$ cat config.mk
export PLATFORM = sky130hd
export DESIGN_NAME = websocket_text_frame_encoder_top_flat
export DESIGN_NICKNAME = d
export VERILOG_FILES = /design/src/rtl/wsenc_pkg.sv /design/src/rtl/wsenc_in_if.sv /design/src/rtl/wsenc_out_if.sv /design/src/rtl/wsenc_front.sv /design/src/rtl/wsenc_queue.sv /design/src/rtl/wsenc_back.sv /design/src/rtl/websocket_text_frame_encoder_top.sv /design/src/flat_wrapper.sv
export SDC_FILE = /design/constraint.sdc
export NUM_CORES = 1
export LEC_CHECK = 0
export BUFFER_PORTS_ARGS = -buffer_cell sky130_fd_sc_hd__buf_4
export CORE_ASPECT_RATIO = 1.2
export CORE_MARGIN = 5
export CORE_UTILIZATION = 55
export CTS_CLUSTER_DIAMETER = 200
export CTS_CLUSTER_SIZE = 12
export DETAILED_ROUTE_END_ITERATION = 12
export HOLD_SLACK_MARGIN = 0.15
export PLACE_DENSITY = 0.73
export SYNTH_ARGS = -nofsm -noshare
export SYNTH_HDL_FRONTEND = slang
export SYNTH_SLANG_ARGS = --single-unit
export TNS_END_PERCENT = 1
$ cat constraint.sdc
create_clock -name clk_i -period 3.8 [get_ports clk_i]
set_input_delay 0.76 -clock clk_i [delete_from_list [all_inputs] [get_ports clk_i]]
set_output_delay 0.76 -clock clk_i [all_outputs]
set_load 0.01 [all_outputs]
$ cat src/rtl/wsenc_pkg.sv
package wsenc_pkg;

  localparam logic [15:0] ShortLenMax = 16'd125;
  localparam logic [6:0]  Ext16Code   = 7'd126;
  localparam logic [7:0]  FinBit      = 8'h80;
  localparam logic [7:0]  OpcodeText  = 8'h01;
  localparam logic [7:0]  FrameHead   = FinBit | OpcodeText;

  localparam int unsigned QueueDepthDef = 4;

  typedef enum logic {
    CmdStart   = 1'b0,
    CmdPayload = 1'b1
  } cmd_e;

  // One queued job: a whole header (2..8 bytes, first byte in the top lane)
  // or a single payload byte in the top lane.
  typedef struct packed {
    logic        is_hdr;
    logic [2:0]  last_idx;
    logic        last;
    logic [63:0] bytes;
  } queue_entry_t;

endpackage

$ cat src/rtl/wsenc_in_if.sv
interface wsenc_in_if;
  logic        valid;
  logic        ready;
  logic        command;
  logic [15:0] payload_length;
  logic        mask_enable;
  logic [31:0] mask_key;
  logic [7:0]  data_byte;

  modport source (
    output valid, command, payload_length, mask_enable, mask_key, data_byte,
    input  ready
  );
  modport sink (
    input  valid, command, payload_length, mask_enable, mask_key, data_byte,
    output ready
  );
endinterface

$ cat src/rtl/wsenc_out_if.sv
interface wsenc_out_if;
  logic       valid;
  logic       ready;
  logic [7:0] out_byte;
  logic       is_header;
  logic       last;

  modport source (
    output valid, out_byte, is_header, last,
    input  ready
  );
  modport sink (
    input  valid, out_byte, is_header, last,
    output ready
  );
endinterface

$ cat src/rtl/wsenc_front.sv
module wsenc_front (
  input  logic                    clk_i,
  input  logic                    rst_ni,
  wsenc_in_if.sink                in_i,
  input  logic                    q_full_i,
  output logic                    q_push_o,
  output wsenc_pkg::queue_entry_t q_entry_o
);

  logic        frame_open_q, frame_open_d;
  logic [15:0] remaining_q, remaining_d;
  logic [1:0]  key_idx_q, key_idx_d;
  logic [31:0] held_key_q, held_key_d;
  logic        masking_q, masking_d;

  logic        accept;
  logic        is_start;
  logic        short_len;
  logic [7:0]  key_byte;
  logic        pay_last;

  assign in_i.ready = !q_full_i;
  assign accept     = in_i.valid && !q_full_i;
  assign is_start   = (wsenc_pkg::cmd_e'(in_i.command) == wsenc_pkg::CmdStart);
  assign short_len  = (in_i.payload_length <= wsenc_pkg::ShortLenMax);
  assign pay_last   = (remaining_q == 16'd1);

  always_comb begin
    unique case (key_idx_q)
      2'd0:    key_byte = held_key_q[31:24];
      2'd1:    key_byte = held_key_q[23:16];
      2'd2:    key_byte = held_key_q[15:8];
      default: key_byte = held_key_q[7:0];
    endcase
  end

  always_comb begin
    frame_open_d = frame_open_q;
    remaining_d  = remaining_q;
    key_idx_d    = key_idx_q;
    held_key_d   = held_key_q;
    masking_d    = masking_q;
    q_push_o     = 1'b0;
    q_entry_o    = '0;
    if (is_start) begin
      q_entry_o.is_hdr = 1'b1;
      q_entry_o.last   = (in_i.payload_length == 16'd0);
      priority if (short_len && !in_i.mask_enable) begin
        q_entry_o.last_idx = 3'd1;
        q_entry_o.bytes    = {wsenc_pkg::FrameHead, 1'b0, in_i.payload_length[6:0], 48'd0};
      end else if (short_len) begin
        q_entry_o.last_idx = 3'd5;
        q_entry_o.bytes    = {wsenc_pkg::FrameHead, 1'b1, in_i.payload_length[6:0],
                              in_i.mask_key, 16'd0};
      end else if (!in_i.mask_enable) begin
        q_entry_o.last_idx = 3'd3;
        q_entry_o.bytes    = {wsenc_pkg::FrameHead, 1'b0, wsenc_pkg::Ext16Code,
                              in_i.payload_length, 32'd0};
      end else begin
        q_entry_o.last_idx = 3'd7;
        q_entry_o.bytes    = {wsenc_pkg::FrameHead, 1'b1, wsenc_pkg::Ext16Code,
                              in_i.payload_length, in_i.mask_key};
      end
      if (accept) begin
        q_push_o     = 1'b1;
        frame_open_d = (in_i.payload_length != 16'd0);
        remaining_d  = in_i.payload_length;
        key_idx_d    = 2'd0;
        held_key_d   = in_i.mask_key;
        masking_d    = in_i.mask_enable;
      end
    end else begin
      q_entry_o.is_hdr   = 1'b0;
      q_entry_o.last_idx = 3'd0;
      q_entry_o.last     = pay_last;
      q_entry_o.bytes    = {in_i.data_byte ^ (masking_q ? key_byte : 8'd0), 56'd0};
      if (accept && frame_open_q) begin
        q_push_o    = 1'b1;
        key_idx_d   = key_idx_q + 2'd1;
        remaining_d = remaining_q - 16'd1;
        if (pay_last) begin
          frame_open_d = 1'b0;
        end
      end
    end
  end

  always_ff @(posedge clk_i or negedge rst_ni) begin
    if (!rst_ni) begin
      frame_open_q <= 1'b0;
      remaining_q  <= '0;
      key_idx_q    <= '0;
      held_key_q   <= '0;
      masking_q    <= 1'b0;
    end else begin
      frame_open_q <= frame_open_d;
      remaining_q  <= remaining_d;
      key_idx_q    <= key_idx_d;
      held_key_q   <= held_key_d;
      masking_q    <= masking_d;
    end
  end

endmodule

$ cat src/rtl/wsenc_queue.sv
module wsenc_queue #(
  parameter int unsigned Depth = wsenc_pkg::QueueDepthDef
) (
  input  logic                    clk_i,
  input  logic                    rst_ni,
  input  logic                    push_i,
  input  wsenc_pkg::queue_entry_t wdata_i,
  output logic                    full_o,
  input  logic                    pop_i,
  output wsenc_pkg::queue_entry_t rdata_o,
  output logic                    empty_o
);

  localparam int unsigned PtrW = (Depth > 1) ? $clog2(Depth) : 1;
  localparam int unsigned CntW = $clog2(Depth + 1);

  wsenc_pkg::queue_entry_t mem_q [Depth];
  logic [PtrW-1:0] wr_ptr_q, wr_ptr_d;
  logic [PtrW-1:0] rd_ptr_q, rd_ptr_d;
  logic [CntW-1:0] cnt_q, cnt_d;
  logic            do_push, do_pop;

  assign full_o  = (cnt_q == CntW'(Depth));
  assign empty_o = (cnt_q == '0);
  assign do_push = push_i && !full_o;
  assign do_pop  = pop_i && !empty_o;
  assign rdata_o = mem_q[rd_ptr_q];

  always_comb begin
    wr_ptr_d = wr_ptr_q;
    rd_ptr_d = rd_ptr_q;
    cnt_d    = cnt_q;
    if (do_push) begin
      wr_ptr_d = (wr_ptr_q == PtrW'(Depth - 1)) ? '0 : wr_ptr_q + PtrW'(1);
    end
    if (do_pop) begin
      rd_ptr_d = (rd_ptr_q == PtrW'(Depth - 1)) ? '0 : rd_ptr_q + PtrW'(1);
    end
    if (do_push && !do_pop) begin
      cnt_d = cnt_q + CntW'(1);
    end else if (do_pop && !do_push) begin
      cnt_d = cnt_q - CntW'(1);
    end
  end

  always_ff @(posedge clk_i or negedge rst_ni) begin
    if (!rst_ni) begin
      wr_ptr_q <= '0;
      rd_ptr_q <= '0;
      cnt_q    <= '0;
    end else begin
      wr_ptr_q <= wr_ptr_d;
      rd_ptr_q <= rd_ptr_d;
      cnt_q    <= cnt_d;
    end
  end

  always_ff @(posedge clk_i) begin
    if (do_push) begin
      mem_q[wr_ptr_q] <= wdata_i;
    end
  end

endmodule

$ cat src/rtl/wsenc_back.sv
module wsenc_back (
  input  logic                    clk_i,
  input  logic                    rst_ni,
  input  wsenc_pkg::queue_entry_t head_i,
  input  logic                    empty_i,
  output logic                    pop_o,
  wsenc_out_if.source             out_o
);

  logic [2:0] idx_q, idx_d;
  logic       valid_q, valid_d;
  logic [7:0] byte_q, byte_d;
  logic       hdr_q, hdr_d;
  logic       last_q, last_d;
  logic       emit;
  logic       at_end;

  assign emit   = !empty_i && (!valid_q || out_o.ready);
  assign at_end = (idx_q == head_i.last_idx);
  assign pop_o  = emit && at_end;

  always_comb begin
    idx_d   = idx_q;
    valid_d = valid_q;
    byte_d  = byte_q;
    hdr_d   = hdr_q;
    last_d  = last_q;
    if (emit) begin
      valid_d = 1'b1;
      byte_d  = head_i.bytes[63 - 8 * idx_q -: 8];
      hdr_d   = head_i.is_hdr;
      last_d  = head_i.last && at_end;
      idx_d   = at_end ? 3'd0 : idx_q + 3'd1;
    end else if (out_o.ready) begin
      valid_d = 1'b0;
    end
  end

  always_ff @(posedge clk_i or negedge rst_ni) begin
    if (!rst_ni) begin
      idx_q   <= '0;
      valid_q <= 1'b0;
    end else begin
      idx_q   <= idx_d;
      valid_q <= valid_d;
    end
  end

  always_ff @(posedge clk_i) begin
    byte_q <= byte_d;
    hdr_q  <= hdr_d;
    last_q <= last_d;
  end

  assign out_o.valid     = valid_q;
  assign out_o.out_byte  = byte_q;
  assign out_o.is_header = hdr_q;
  assign out_o.last      = last_q;

endmodule

$ cat src/rtl/websocket_text_frame_encoder_top.sv
// WebSocket text frame encoder (single unfragmented frame, FIN=1, text opcode).
// in_i (valid/ready): command 0 starts a frame with payload_length, mask_enable
// and mask_key; command 1 brings one data_byte. A payload item with no open
// frame is taken and dropped.
// out_o (valid/ready): one frame byte per item, with is_header and last.
// A start yields 2, 4, 6 or 8 header bytes; last marks the final header byte
// of a zero-length frame, else the final payload byte.
// An accepted item is written into the queue, then its bytes are registered
// in the output stage. Throughput: one payload byte per cycle while the receiver
// is ready; the output stage emits a header one byte at a time. A queue of
// QueueDepth items between the accepting front and the emitting back absorbs
// header bursts, so input keeps flowing while a header drains.
// Receiver stall: the output register holds its item; when the queue fills,
// in_i.ready drops.
// Reset: frame state, queue and output valid are cleared; no frame is open.
module websocket_text_frame_encoder_top #(
  parameter int unsigned QueueDepth = wsenc_pkg::QueueDepthDef
) (
  input  logic        clk_i,
  input  logic        rst_ni,
  wsenc_in_if.sink    in_i,
  wsenc_out_if.source out_o
);

  wsenc_pkg::queue_entry_t push_entry;
  wsenc_pkg::queue_entry_t head_entry;
  logic push, full, pop, empty;

  wsenc_front u_front (
    .clk_i     (clk_i),
    .rst_ni    (rst_ni),
    .in_i      (in_i),
    .q_full_i  (full),
    .q_push_o  (push),
    .q_entry_o (push_entry)
  );

  wsenc_queue #(
    .Depth (QueueDepth)
  ) u_queue (
    .clk_i   (clk_i),
    .rst_ni  (rst_ni),
    .push_i  (push),
    .wdata_i (push_entry),
    .full_o  (full),
    .pop_i   (pop),
    .rdata_o (head_entry),
    .empty_o (empty)
  );

  wsenc_back u_back (
    .clk_i   (clk_i),
    .rst_ni  (rst_ni),
    .head_i  (head_entry),
    .empty_i (empty),
    .pop_o   (pop),
    .out_o   (out_o)
  );

endmodule

$ cat src/flat_wrapper.sv
// flat-port wrapper written by rule: the top's interface ports become plain ports
module websocket_text_frame_encoder_top_flat 
#(
  parameter int unsigned QueueDepth = wsenc_pkg::QueueDepthDef
)
  (clk_i, rst_ni, in_i_valid, in_i_command, in_i_payload_length, in_i_mask_enable, in_i_mask_key, in_i_data_byte, in_i_ready, out_o_valid, out_o_out_byte, out_o_is_header, out_o_last, out_o_ready);
  wsenc_in_if in_i_i ();
  wsenc_out_if out_o_i ();
  input  logic clk_i;
  input  logic rst_ni;
  input wire logic [$bits(in_i_i.valid)-1:0] in_i_valid;
  input wire logic [$bits(in_i_i.command)-1:0] in_i_command;
  input wire logic [$bits(in_i_i.payload_length)-1:0] in_i_payload_length;
  input wire logic [$bits(in_i_i.mask_enable)-1:0] in_i_mask_enable;
  input wire logic [$bits(in_i_i.mask_key)-1:0] in_i_mask_key;
  input wire logic [$bits(in_i_i.data_byte)-1:0] in_i_data_byte;
  output wire logic [$bits(in_i_i.ready)-1:0] in_i_ready;
  output wire logic [$bits(out_o_i.valid)-1:0] out_o_valid;
  output wire logic [$bits(out_o_i.out_byte)-1:0] out_o_out_byte;
  output wire logic [$bits(out_o_i.is_header)-1:0] out_o_is_header;
  output wire logic [$bits(out_o_i.last)-1:0] out_o_last;
  input wire logic [$bits(out_o_i.ready)-1:0] out_o_ready;
  assign in_i_i.valid = in_i_valid;
  assign in_i_i.command = in_i_command;
  assign in_i_i.payload_length = in_i_payload_length;
  assign in_i_i.mask_enable = in_i_mask_enable;
  assign in_i_i.mask_key = in_i_mask_key;
  assign in_i_i.data_byte = in_i_data_byte;
  assign in_i_ready = in_i_i.ready;
  assign out_o_valid = out_o_i.valid;
  assign out_o_out_byte = out_o_i.out_byte;
  assign out_o_is_header = out_o_i.is_header;
  assign out_o_last = out_o_i.last;
  assign out_o_i.ready = out_o_ready;
  websocket_text_frame_encoder_top #(.QueueDepth(QueueDepth)) u_core (.clk_i(clk_i), .rst_ni(rst_ni), .in_i(in_i_i), .out_o(out_o_i));
endmodule
# ---- Word-level counts from Yosys, hierarchy flattened
# Memory sizes are Yosys's and may differ from the RTL's.
# Cells that the tools add are included.
dict set report word_totals {
  reg_bits 73
  ramBits 276
  out_inout_bits 12
  input_bits 62
  mem_count 1
}
dict set report classes {
  eq_ne 9
  n_reduce_logical 27
  n_mux 31
  shifts 1
  magnitude_cmp 1
  bitwise 2
  addsub 8
}
# name depth word_bits rd rd_ports_with_merged_regs wr line_no
set memory_table {}
lappend memory_table {u_core.u_queue.mem_q 4 69 1 0 1 wsenc_queue.sv:17} ;# wsenc_pkg::queue_entry_t mem_q [Depth];
# op count
set ops {}
lappend ops {{$mux W56} 3}
lappend ops {{$shiftx A71 B33 Y8} 1}
lappend ops {{$mux W69} 1}
lappend ops {{$mux W16} 3}
lappend ops {{$pmux W8 S3} 1}
lappend ops {{$mux W3} 6}
lappend ops {{$eq A16 B1 Y1 const B} 1}
lappend ops {{$le A16 B7 Y1 const B} 1}
lappend ops {{$logic_not A16 Y1} 1}
lappend ops {{$reduce_bool A16 Y1} 1}
lappend ops {{$sub A16 B1 Y16 const B} 1}
lappend ops {{$mux W1} 11}
lappend ops {{$logic_and A1 B1 Y1} 10}
lappend ops {{$mux W2} 5}
lappend ops {{$mux W8} 1}
lappend ops {{$xor A8 B8 Y8} 1}
lappend ops {{$sub A6 B6 Y7 const A} 1}
lappend ops {{$add A2 B1 Y2 const B} 3}
lappend ops {{$add A3 B1 Y3 const B} 2}
lappend ops {{$eq A2 B2 Y1 const B} 3}
lappend ops {{$logic_not A1 Y1} 6}
lappend ops {{$reduce_bool A2 Y1} 3}
lappend ops {{$ne A2 B1 Y1 const B} 2}
lappend ops {{$reduce_and A2 Y1} 2}
lappend ops {{other kinds (9)} 9}

# ---- Logic depth before layout (Yosys ltp)
# Gate-level depths: netlist of the first run.
dict set report logic_depth {
  ltp_word 11
  mapped_depth 11
}

# ---- Modules after synthesis
# From an unflattened synthesis of the first run, not the netlist that was laid out.
dict set report unflattened {
  cells_unflattened 924
  area_unflattened_um2 15153.3
}
# module instances cells_per_inst area_each_um2
set by_module_without_submodules {}
lappend by_module_without_submodules {wsenc_queue 1 398 10488.8}
lappend by_module_without_submodules {wsenc_front 1 464 3579.7}
lappend by_module_without_submodules {wsenc_back 1 62 1084.8}

# ---- Least setup slack after synthesis of the first run
# Ideal clock, no wire load.
dict set report synth_timing {
  path_kind {input -> register}
  from {input in_i_command}
  to {memory u_core.u_queue.mem_q[3][0] in the netlist's numbering (enable)}
  arrival_ps 3184
  slack_ps 184
  setup_ps 432
  cell_stages 6
  path_buffers 2
  required_time_ps 3368
  cell_sequence {clkbuf_1 -> nand2b_1 -> nand3_1 -> clkinv_1 -> clkbuf_1 -> and2_1}
}
dict set report synth_between {
  elab_chain_cells 4
}
# element line_no
set synth_rtl {}
lappend synth_rtl {{start: declaration} flat_wrapper.sv:12} ;# input wire logic [$bits(in_i_i.command)-1:0] in_i_command;
lappend synth_rtl {{$mux W1} wsenc_front.sv:45} ;# if (is_start) begin
lappend synth_rtl {{$logic_and A1 B1 Y1} wsenc_queue.sv:25} ;# assign do_push = push_i && !full_o;
lappend synth_rtl {{via u_core.u_queue.do_push} wsenc_queue.sv:21} ;# logic do_push, do_pop;
lappend synth_rtl {{$mux W1} wsenc_queue.sv:59} ;# if (do_push) begin
lappend synth_rtl {{$mux W1 (implied by the code)} wsenc_queue.sv:60} ;# mem_q[wr_ptr_q] <= wdata_i;
lappend synth_rtl {{end: declaration} wsenc_queue.sv:17}
# The timed path passes the listed nets, and every way through them passes these cells.

# ---- Worst setup path after layout of the first run
dict set report layout_timing {
  from {register u_core.u_queue.rd_ptr_q[0]}
  to {register u_core.u_queue.cnt_q[1]}
}
dict set report layout_between {
  elab_chain_cells 7
  elab_cells_between_ends 9
}
# element line_no
set layout_rtl {}
lappend layout_rtl {{start: declaration} wsenc_queue.sv:19} ;# logic [PtrW-1:0] rd_ptr_q, rd_ptr_d;
lappend layout_rtl {{start signal: assignment} wsenc_queue.sv:53} ;# rd_ptr_q <= rd_ptr_d;
lappend layout_rtl {{$mem_v2 Z4 W69} n/a}
lappend layout_rtl {{$eq A3 B3 Y1} wsenc_back.sv:19} ;# assign at_end = (idx_q == head_i.last_idx);
lappend layout_rtl {{$logic_and A1 B1 Y1} wsenc_back.sv:20} ;# assign pop_o = emit && at_end;
lappend layout_rtl {{$logic_and A1 B1 Y1} wsenc_queue.sv:26} ;# assign do_pop = pop_i && !empty_o;
lappend layout_rtl {{$logic_not A1 Y1} wsenc_queue.sv:39} ;# if (do_push && !do_pop) begin
lappend layout_rtl {{$logic_and A1 B1 Y1} wsenc_queue.sv:39}
lappend layout_rtl {{$mux W3} wsenc_queue.sv:39}
lappend layout_rtl {{via u_core.u_queue.cnt_d[1]} wsenc_queue.sv:20} ;# logic [CntW-1:0] cnt_q, cnt_d;
lappend layout_rtl {{end signal: assignment} wsenc_queue.sv:54} ;# cnt_q <= cnt_d;
lappend layout_rtl {{end: declaration} wsenc_queue.sv:20}
# The timed path passes the listed nets, and every way through them passes these cells.
# A chain may end at the register's enable or synchronous reset.

==> results_dict.tcl, run 1 <==
set metrics [dict create \
    period_share 0.837 \
    reg2regPathDepth 7 \
    ys_types 45 \
    synth_nets 1006 \
    first_pass_iters 6 \
    drt-initial-drc-count 860 \
    setup_ws_ns 0.619 \
    drc 0 \
    relSlewSlack 0.407 \
    hold_path.class "in2async" \
    cts.repair.resized 0 \
    start_util 0.554 \
    r2r-end "u_core.u_queue.cnt_q[1]" \
    drive_above_1_share 0.234 \
    cts_buffer_depth 3 \
    criticalPathCategory "reg2reg" \
    synth_top_area_cell "edfxtp_1" \
    htreeDepth 2 \
    ys_warn_count 0 \
    clkLatencyLatePin_ns 0.50 \
    grt_max_degree 64 \
    worst_pin_slew_ns 0.890 \
    antennaDiodeCount 0 \
    synth_area_leaders "edfxtp_1 58%, mux4_2 13%, dfrtp_1 11%" \
    post-dp-hpwl_mm 22.2 \
    antenna_found_initial 0 \
    first_global_vias 8912 \
    syn_area_sq_um 14500 \
    rows 65 \
    cts_hold_buffers 0 \
    io_buffers 73 \
    synth-edff-count 278 \
    ios 74 \
    grt_pass1_wl_mm 53.0 \
    die-area_sq_um 29700 \
    rrSetupSlack_ns 0.62 \
    worst_clock_skew_ns 0.0117 \
    end_kind "register" \
    cts_made_buffers 34 \
    syn_to_final_growth_pct 14.1 \
    fill_cells 1857 \
    wl_per_cell_microns 25.0 \
    die_w_microns 158 \
    cts.sinks 341 \
    track_usage 0.237 \
    cp_max_fo 24 \
    finalHoldViolCount 0 \
    power_density_nw_per_um2 735 \
    yosysMostFrequentCell "edfxtp_1" \
    ys_seq_elements 341 \
    synth_top_cell_area_share 0.577 \
    viasPerCell 6.25 \
    core-area_sq_um 26100 \
    synthCells 930 \
    cp_data_required_time_ns 4.19 \
    setup_violations 0 \
    wl_mm 34.2 \
    irDropWorstVdd_uv 453 \
    ctsRootBufferMaster "clkbuf_16" \
    r2r-start "u_core.u_queue.rd_ptr_q[0]" \
    post-place-ws_ns 0.665 \
    drv_slew 0 \
    vias 8549 \
    synth_common_cells "278 x edfxtp_1, 180 x nand2_1, 83 x mux4_2" \
    cts_setup_buffers 0 \
    clk_pin_slew_worst_paths_ns 0.06 \
    drv_cap 0 \
    crit_path_end "u_core.u_queue.cnt_q[1]" \
    die_h_microns 188 \
    synthArstFlopShare 0.185 \
    synth_flop_cell "edfxtp_1" \
    critPathLaunch "u_core.u_queue.rd_ptr_q[0]" \
    seq_area_frac_synth 0.686 \
    outcome "finished clean" \
    fin_util 0.632 \
    gr-total-overflow 0 \
    arrival_ns 3.57 \
    gp_congestion 0.872 \
    finalSetupTns_ns 0 \
    synth.avg_cell_area_sq_um 15.6 \
    cts_tree "built" \
    fin_nets 1084 \
    p_leak_nw 5.98 \
    rsz0062_at_grt "no" \
    drtAntennaViolNets 0 \
    clock.fmax_mhz 314 \
    worst_setup_path_start_kind "register" \
    fin_crit_ns 3.18 \
]
-- cells by family (layout without fill, tap and decap cells) --
group / after synthesis / after routing / synth area share
adder cells (fa/ha/maj): 14 / 14 / 0.0126
flip-flops: 341 / 341 / 0.686
multiplexers: 102 / 102 / 0.143
AND/OR/NAND/NOR: 291 / 291 / 0.0875
AO/OA/AOI/OAI: 100 / 100 / 0.0415
buffers and inverters: 68 / 170 / 0.0208
XOR/XNOR: 14 / 14 / 0.00847
-- worst min-delay path by stage --
stage,start,to,slack [ns],cells past startpoint
after floorplan,u_core.u_front.held_key_q[10],u_core.u_front.held_key_q[10],0.44,2
after global placement,u_core.u_front.held_key_q[10],u_core.u_front.held_key_q[10],0.46,2
after detailed placement,u_core.u_front.held_key_q[19],u_core.u_front.held_key_q[19],0.46,2
after CTS,rst_ni,u_core.u_queue.rd_ptr_q[1],0.38,1
after global routing,rst_ni,u_core.u_front.remaining_q[2],0.43,1
final,rst_ni,u_core.u_front.remaining_q[3],0.36,1
-- layout make-up --
type	count	area (sq um)	share of cell area
clock buffers	59	1010	0.0611
repair buffers	98	836	0.0506
multi-input cells	521	4260	0.258
flip-flops and latches	341	9930	0.602
inverters	12	45.0	0.00273
clock inverters	1	8.76	0.000531
well taps	335	419	0.0254
-- stage by stage --
stage               cells  instance area [sq um]  hold WS (ns)  power [mW]
detailed placement   1307                  15500         0.464        9.14
CTS                  1367                  16500         0.384        12.3
floorplan             930                  14500         0.445        7.92
finish               1367                  16500         0.364        12.1
global route         1367                  16500         0.427        12.7
global placement     1307                  15500         0.458        9.05
-- critical path, cell delays in order (launching register included) --
cell,delay (ns)
dfrtp_4,0.75
mux4_2,0.59
xnor2_1,0.22
nand4_1,0.39
ha_1,0.37
inv_1,0.09
fa_1,0.38
mux2_2,0.27
-- cell usage in the layout (no fill, tap or decap), types with 13 or more instances in the layout --
| master | netlist | final |
|---|---|---|
| clkbuf_1 | 36 | 22 |
| dfrtp_1 | 63 | 61 |
| buf_4 | 0 | 90 |
| mux4_2 | 83 | 83 |
| and3_1 | 17 | 17 |
| nand2_1 | 180 | 180 |
| o21ai_0 | 22 | 22 |
| a21oi_1 | 37 | 37 |
| nor2_1 | 37 | 36 |
| nand3_1 | 18 | 18 |
| o22ai_1 | 13 | 13 |
| clkbuf_16 | 0 | 37 |
| ha_1 | 13 | 13 |
| edfxtp_1 | 278 | 278 |
-- registers in the layout, indices dropped and copies added, names as in the netlist, 2 cells and up --
signal                        count
u_core.u_queue.mem_q            268
u_core.u_front.held_key_q        32
u_core.u_front.remaining_q       16
u_core.u_back.out_o.out_byte      8
u_core.u_back.idx_q               3
u_core.u_queue.cnt_q              3
u_core.u_front.key_idx_q          2
u_core.u_queue.rd_ptr_q           2
u_core.u_queue.wr_ptr_q           2
-- metal layers --
metal  up-vias  track usage  share of wire
met2       419        0.374           0.49
met1      4359        0.342           0.39
met5         -            0              0
met4         0       0.0748          0.031
li1       3703            -              -
met3        68       0.0443          0.084
-- where the power goes --
part	total, mW	leakage [nW]	internal [mW]	switching, mW
combinational	3.56	2.14	1.71	1.85
sequential	5.46	3.35	4.99	0.469
clock	3.11	0.486	1.80	1.31
total	12.1	5.98	8.50	3.63
Power figures use the tool's default switching activity.
==> inputs of run 2 (changes only) <==
--- a/config.mk
+++ b/config.mk
@@ -5,6 +5,7 @@
 export SDC_FILE = /design/constraint.sdc
 export NUM_CORES = 1
 export LEC_CHECK = 0
+export ABC_AREA = 1
 export BUFFER_PORTS_ARGS = -buffer_cell sky130_fd_sc_hd__buf_4
 export CORE_ASPECT_RATIO = 1.2
 export CORE_MARGIN = 5
@@ -13,7 +14,7 @@
 export CTS_CLUSTER_SIZE = 12
 export DETAILED_ROUTE_END_ITERATION = 12
 export HOLD_SLACK_MARGIN = 0.15
-export PLACE_DENSITY = 0.73
+export PLACE_DENSITY = 0.75
 export SYNTH_ARGS = -nofsm -noshare
 export SYNTH_HDL_FRONTEND = slang
 export SYNTH_SLANG_ARGS = --single-unit
==> constraint.sdc (replaced) <==
create_clock -name clk_i -period 2.8 [get_ports clk_i]
set_input_delay 0.56 -clock clk_i [delete_from_list [all_inputs] [get_ports clk_i]]
set_output_delay 0.56 -clock clk_i [all_outputs]
set_load 0.01 [all_outputs]
==> results_dict.tcl, run 2 <==
set metrics [dict create \
    outcome "finished clean" \
    clock.fmax_mhz 405 \
    drc 0 \
    clkLatencyLatePin_ns 0.51 \
    ys_seq_elements 341 \
    power_density_nw_per_um2 1030 \
    start_util 0.557 \
    reg2regPathDepth 8 \
    cts_made_buffers 34 \
    rrSetupSlack_ns 0.33 \
    fill_cells 2210 \
    holdWs_ns 0.249 \
    track_usage 0.252 \
    worst_setup_path_start_kind "register" \
    synth_top_area_cell "edfxtp_1" \
    synth_common_cells "492 x nand2_1, 278 x edfxtp_1, 226 x nand3_1" \
    layout_common_cells "492 x nand2_1, 278 x edfxtp_1, 224 x nand3_1" \
    yosysMostFrequentCell "nand2_1" \
    synth_flop_cell "edfxtp_1" \
    relSlewSlack 0.500 \
    viasPerCell 5.76 \
    post-dp-hpwl_mm 25.7 \
    power_mw 18.0 \
    seq_area_frac_synth 0.638 \
    worst_clock_skew_ns 0.0205 \
    setup_ws_ns 0.332 \
    end_kind "register" \
    synthArstFlopShare 0.185 \
    p_leak_nw 7.13 \
    cts_setup_buffers 0 \
    antenna_found_initial 0 \
    hp-start "out_o_ready" \
    fin_nets 1698 \
    path_cells "inv_1 > nand3_2 > nand3_1 > nand2_1 > buf_4 > inv_2 > nor2_4 > buf_12" \
    die-area_sq_um 31800 \
    gp_congestion 0.867 \
    drtAntennaViolNets 0 \
    cpPeakStageDelay_ns 0.40 \
    multiInputGateArea_sq_um 4790 \
    r2r-end "u_core.u_queue.mem_q[0][1]" \
    drv_slew 0 \
    rows 67 \
    irDropWorstVdd_uv 584 \
    drv_cap 0 \
    setup_violations 0 \
    drive_above_1_share 0.108 \
    io_buffers 73 \
    rsz0062_at_grt "no" \
    top_register "u_core.u_queue.mem_q" \
    min_path_cells 2 \
    design_area_sq_um 17500 \
    synth_area_leaders "edfxtp_1 54%, nand2_1 12%, dfrtp_1 10%" \
    first_pass_iters 6 \
    largest_reg_flops 268 \
    arrival_ns 2.65 \
    synth_nets 1648 \
    ys_types 36 \
    synthCells 1572 \
    htreeDepth 2 \
    layoutNonFillerInstCount 2019 \
    r2r-start "u_core.u_queue.cnt_q[0]" \
    worst_path_max_delay_cell "dfrtp_1" \
    hold_end "u_core.u_back.out_o.valid" \
    cp_max_fo 39 \
    ys_warn_count 0 \
    finalSetupTns_ns 0 \
    hold_path.class "in2reg" \
    register_area_sq_um 9930 \
    synth.avg_cell_area_sq_um 9.89 \
    drt-initial-drc-count 1261 \
    antennaDiodeCount 0 \
    core-area_sq_um 27900 \
    clk_pin_slew_worst_paths_ns 0.06 \
    die_w_microns 164 \
    gr-total-overflow 0 \
    final_common_cell "nand2_1" \
    ios 74 \
    top_regs "u_core.u_queue.mem_q: 268 flops, u_core.u_front.held_key_q: 32 flops, u_core.u_front.remaining_q: 16 flops" \
    cp_data_required_time_ns 2.98 \
    worst_pin_slew_ns 0.750 \
    finalHoldViolCount 0 \
    first_global_vias 11351 \
    placed_cells 1964 \
    wl_mm 39.9 \
    fin_crit_ns 2.47 \
    criticalPathCategory "reg2reg" \
    cts_tree "built" \
    synth_top_cell_area_share 0.537 \
    wl_per_cell_microns 19.8 \
    cts_buffer_depth 3 \
    post-place-ws_ns 0.271 \
    synth-edff-count 278 \
    dpl_cell_area_sq_um 16500 \
    vias 11632 \
    period_share 0.881 \
    grt_max_degree 71 \
    ctsRootBufferMaster "clkbuf_16" \
    syn_area_sq_um 15600 \
    grt_pass1_wl_mm 62.3 \
    die_h_microns 194 \
    fin_util 0.626 \
    syn_to_final_growth_pct 12.3 \
    cts.sinks 341 \
]
## run 2: cell types whose count changed in the layout (fill, tap and decap cells not counted), moves of 11 or more
cell,before,now
a21oi_1,37,56
and3_1,17,0
inv_1,10,85
mux4_2,83,0
nand2_1,180,492
nand3_1,18,224
nor2_1,36,74
nor3_1,8,21
o21ai_0,22,94
o22ai_1,13,2
## run 2: cell type report
cell class,instances,share of cell area
sequential,341,0.568
multi-input combinational,1043,0.274
timing repair buffer,110,0.0553
clock buffer,52,0.0538
tap,379,0.0271
inverter,92,0.0200
clock inverter,2,0.00100
## run 2: logic make-up after synthesis
logic type	Yosys count	synth area share
AND/OR/NAND/NOR	850	0.233
flip-flops	341	0.638
buffers and inverters	188	0.0562
AO/OA/AOI/OAI	173	0.0580
adder cells (fa/ha/maj)	14	0.0117
XOR/XNOR	6	0.00338
## run 2: routing by layer
metal | share of wire | global-route usage | vias to the layer above
li1 | - | - | 5424
met1 | 0.39 | 0.343 | 5498
met2 | 0.49 | 0.413 | 616
met3 | 0.090 | 0.0391 | 94
met4 | 0.034 | 0.0929 | 0
met5 | 0 | 0 | -
## run 2: power by group
group / internal (mW) / switching [mW] / total, mW
Combinational: 2.01 / 4.42 / 6.43
Sequential: 6.94 / 0.544 / 7.48
Clock: 2.31 / 1.79 / 4.10
## run 2: timing repair
| action | CTS | global route |
|---|---|---|
| hold endpoints to repair | 40 | 0 |
| gates resized for setup | 0 | 0 |
| hold buffers | 1 | 0 |
## run 2: worst max path at each step
stage	from	to	slack (ns)
CTS	u_core.u_queue.cnt_q[0]	u_core.u_queue.mem_q[1][66]	0.37
global route	u_core.u_queue.cnt_q[0]	u_core.u_queue.mem_q[0][10]	0.14
floorplan	in_i_command	u_core.u_queue.mem_q[0][0]	-0.63
global placement	in_i_payload_length[8]	u_core.u_queue.mem_q[2][50]	0.38
finish	u_core.u_queue.cnt_q[0]	u_core.u_queue.mem_q[0][1]	0.33
detailed placement	in_i_payload_length[8]	u_core.u_queue.mem_q[0][51]	0.27
## run 2: critical path: cells and delay by family, from the launching register on
| kind | cells | cell delay, ns |
|---|---|---|
| buffers and inverters | 4 | 0.92 |
| and+or+nand+nor | 4 | 0.77 |
| DFF | 1 | 0.40 |
==> inputs of run 3 (changes only) <==
--- a/config.mk
+++ b/config.mk
@@ -15,6 +15,7 @@
 export DETAILED_ROUTE_END_ITERATION = 12
 export HOLD_SLACK_MARGIN = 0.15
 export PLACE_DENSITY = 0.75
+export REMOVE_ABC_BUFFERS = 1
 export SYNTH_ARGS = -nofsm -noshare
 export SYNTH_HDL_FRONTEND = slang
 export SYNTH_SLANG_ARGS = --single-unit
==> results_dict.tcl, run 3 (synthesis results as in run 2) <==
set metrics [dict create \
    outcome "finished clean" \
    rows 67 \
    clkLatencyLatePin_ns 0.51 \
    wl_per_cell_microns 19.9 \
    die_w_microns 164 \
    dpl_cell_area_sq_um 16500 \
    path_cells "buf_4 > buf_4 > nand2_1 > nand3_1 > nand3_1 > nand2_1 > nand2_1 > nand3_1 > and2_1" \
    drt-initial-drc-count 1158 \
    cts_hold_buffers 0 \
    drive_above_1_share 0.110 \
    fin_crit_ns 2.45 \
    cpPeakStageDelay_ns 0.60 \
    viasPerCell 5.78 \
    gr-total-overflow 0 \
    gp_congestion 0.846 \
    top_register "u_core.u_queue.mem_q" \
    finalHoldViolCount 0 \
    power_density_nw_per_um2 1040 \
    cts.repair.resized 0 \
    clk_pin_slew_worst_paths_ns 0.07 \
    track_usage 0.254 \
    criticalPathCategory "reg2reg" \
    post-dp-hpwl_mm 24.9 \
    cts_buffer_depth 3 \
    worst_path_max_delay_cell "buf_4" \
    final_common_cell "nand2_1" \
    cts_setup_buffers 0 \
    fill_cells 2149 \
    worst_setup_path_start_kind "register" \
    first_pass_iters 5 \
    ctsRootBufferMaster "clkbuf_16" \
    drtAntennaViolNets 0 \
    p_leak_nw 7.15 \
    irDropWorstVdd_uv 613 \
    io_buffers 73 \
    cp_data_required_time_ns 3.18 \
    worst_pin_slew_ns 0.927 \
    drv_slew 0 \
    grt_max_degree 81 \
    relSlewSlack 0.382 \
    drc 0 \
    cp_max_fo 57 \
    setup_violations 0 \
    htreeDepth 2 \
    wl_mm 40.3 \
    layout_common_cells "492 x nand2_1, 278 x edfxtp_1, 224 x nand3_1" \
    cts_tree "built" \
    worst_clock_skew_ns 0.0124 \
    setup_ws_ns 0.353 \
    arrival_ns 2.83 \
    die-area_sq_um 31800 \
    top_regs "u_core.u_queue.mem_q: 268 flops, u_core.u_front.held_key_q: 32 flops, u_core.u_front.remaining_q: 16 flops" \
    vias 11723 \
    end_kind "register" \
    largest_reg_flops 268 \
    antennaDiodeCount 0 \
    hold_path.class "in2async" \
    drv_cap 0 \
    antenna_found_initial 0 \
    cts.sinks 341 \
    grt_pass1_wl_mm 63.1 \
    period_share 0.874 \
    clock.fmax_mhz 409 \
    core-area_sq_um 27900 \
    design_area_sq_um 17500 \
    syn_to_final_growth_pct 12.5 \
    cts_made_buffers 34 \
    rsz0062_at_grt "no" \
    layoutNonFillerInstCount 2028 \
    die_h_microns 194 \
    ios 74 \
    first_global_vias 11575 \
    start_util 0.557 \
    fin_nets 1701 \
    placed_cells 1968 \
    post-place-ws_ns 0.369 \
]
## run 3: cell types whose count changed in the layout (fill, tap and decap cells not counted)
cell | before | now
buf_4 | 98 | 106
clkbuf_1 | 17 | 22
buf_12 | 11 | 7
clkbuf_16 | 35 | 37
clkinv_2 | 1 | 0
dlygate4sd3_1 | 1 | 0
inv_4 | 1 | 2
inv_6 | 2 | 1
## run 3: final timing paths
kind / cells past startpoint / startpoint / slack (ns) / to
worst max-delay path: 9 / u_core.u_queue.rd_ptr_q[0] / 0.35 / u_core.u_back.out_o.out_byte[4]
worst min-delay path: 1 / rst_ni / 0.16 / u_core.u_back.idx_q[2]
worst max register to register: 9 / u_core.u_queue.rd_ptr_q[0] / 0.35 / u_core.u_back.out_o.out_byte[4]
worst min register to register: 2 / u_core.u_front.held_key_q[17] / 0.49 / u_core.u_front.held_key_q[17]
max in group asynchronous: 1 / rst_ni / 1.92 / u_core.u_queue.rd_ptr_q[0]
min in group clk_i: 2 / out_o_ready / 0.24 / u_core.u_back.out_o.valid
## run 3: per-stage QoR
step | total power, mW | setup TNS [ns] | hold WS [ns] | utilization
2_1_floorplan | 11.6 | -1052.59 | 0.264 | -
3_3_place_gp | 13.8 | 0 | 0.469 | 0.590
3_5_place_dp | 14.0 | 0 | 0.478 | 0.590
4_1_cts | 18.2 | 0 | 0.198 | 0.627
5_1_grt | 19.3 | 0 | 0.233 | 0.627
6_report | 18.2 | 0 | 0.159 | 0.627
## run 3: where the power goes
group / switching [mW] / internal [mW] / leakage [nW]
logic: 4.41 / 2.01 / 3.30
clock network: 1.84 / 2.44 / 0.486
registers: 0.560 / 6.94 / 3.36
total: 6.81 / 11.4 / 7.15
## run 3: area by class of cell
cell class / instances / area [sq um] / share of cell area
multi-input cells: 1043 / 4790 / 0.274
flip-flops and latches: 341 / 9930 / 0.567
repair buffers: 113 / 936 / 0.0535
well taps: 379 / 474 / 0.0271
clock inverters: 1 / 8.76 / 0.000500
clock buffers: 59 / 1010 / 0.0576
inverters: 92 / 350 / 0.0200
## run 3: worst max-delay path: cells and delay by family, from the launching register on
kind | cells | cell delay (ns)
buf+inv | 2 | 1.07
simple gates | 7 | 0.73
flops | 1 | 0.49
## run 3: routing by layer
| metal | GRT usage | share of wire |
|---|---|---|
| met3 | 0.0440 | 0.083 |
| met2 | 0.418 | 0.49 |
| met4 | 0.0935 | 0.030 |
| met5 | 0 | 0 |
| met1 | 0.340 | 0.39 |
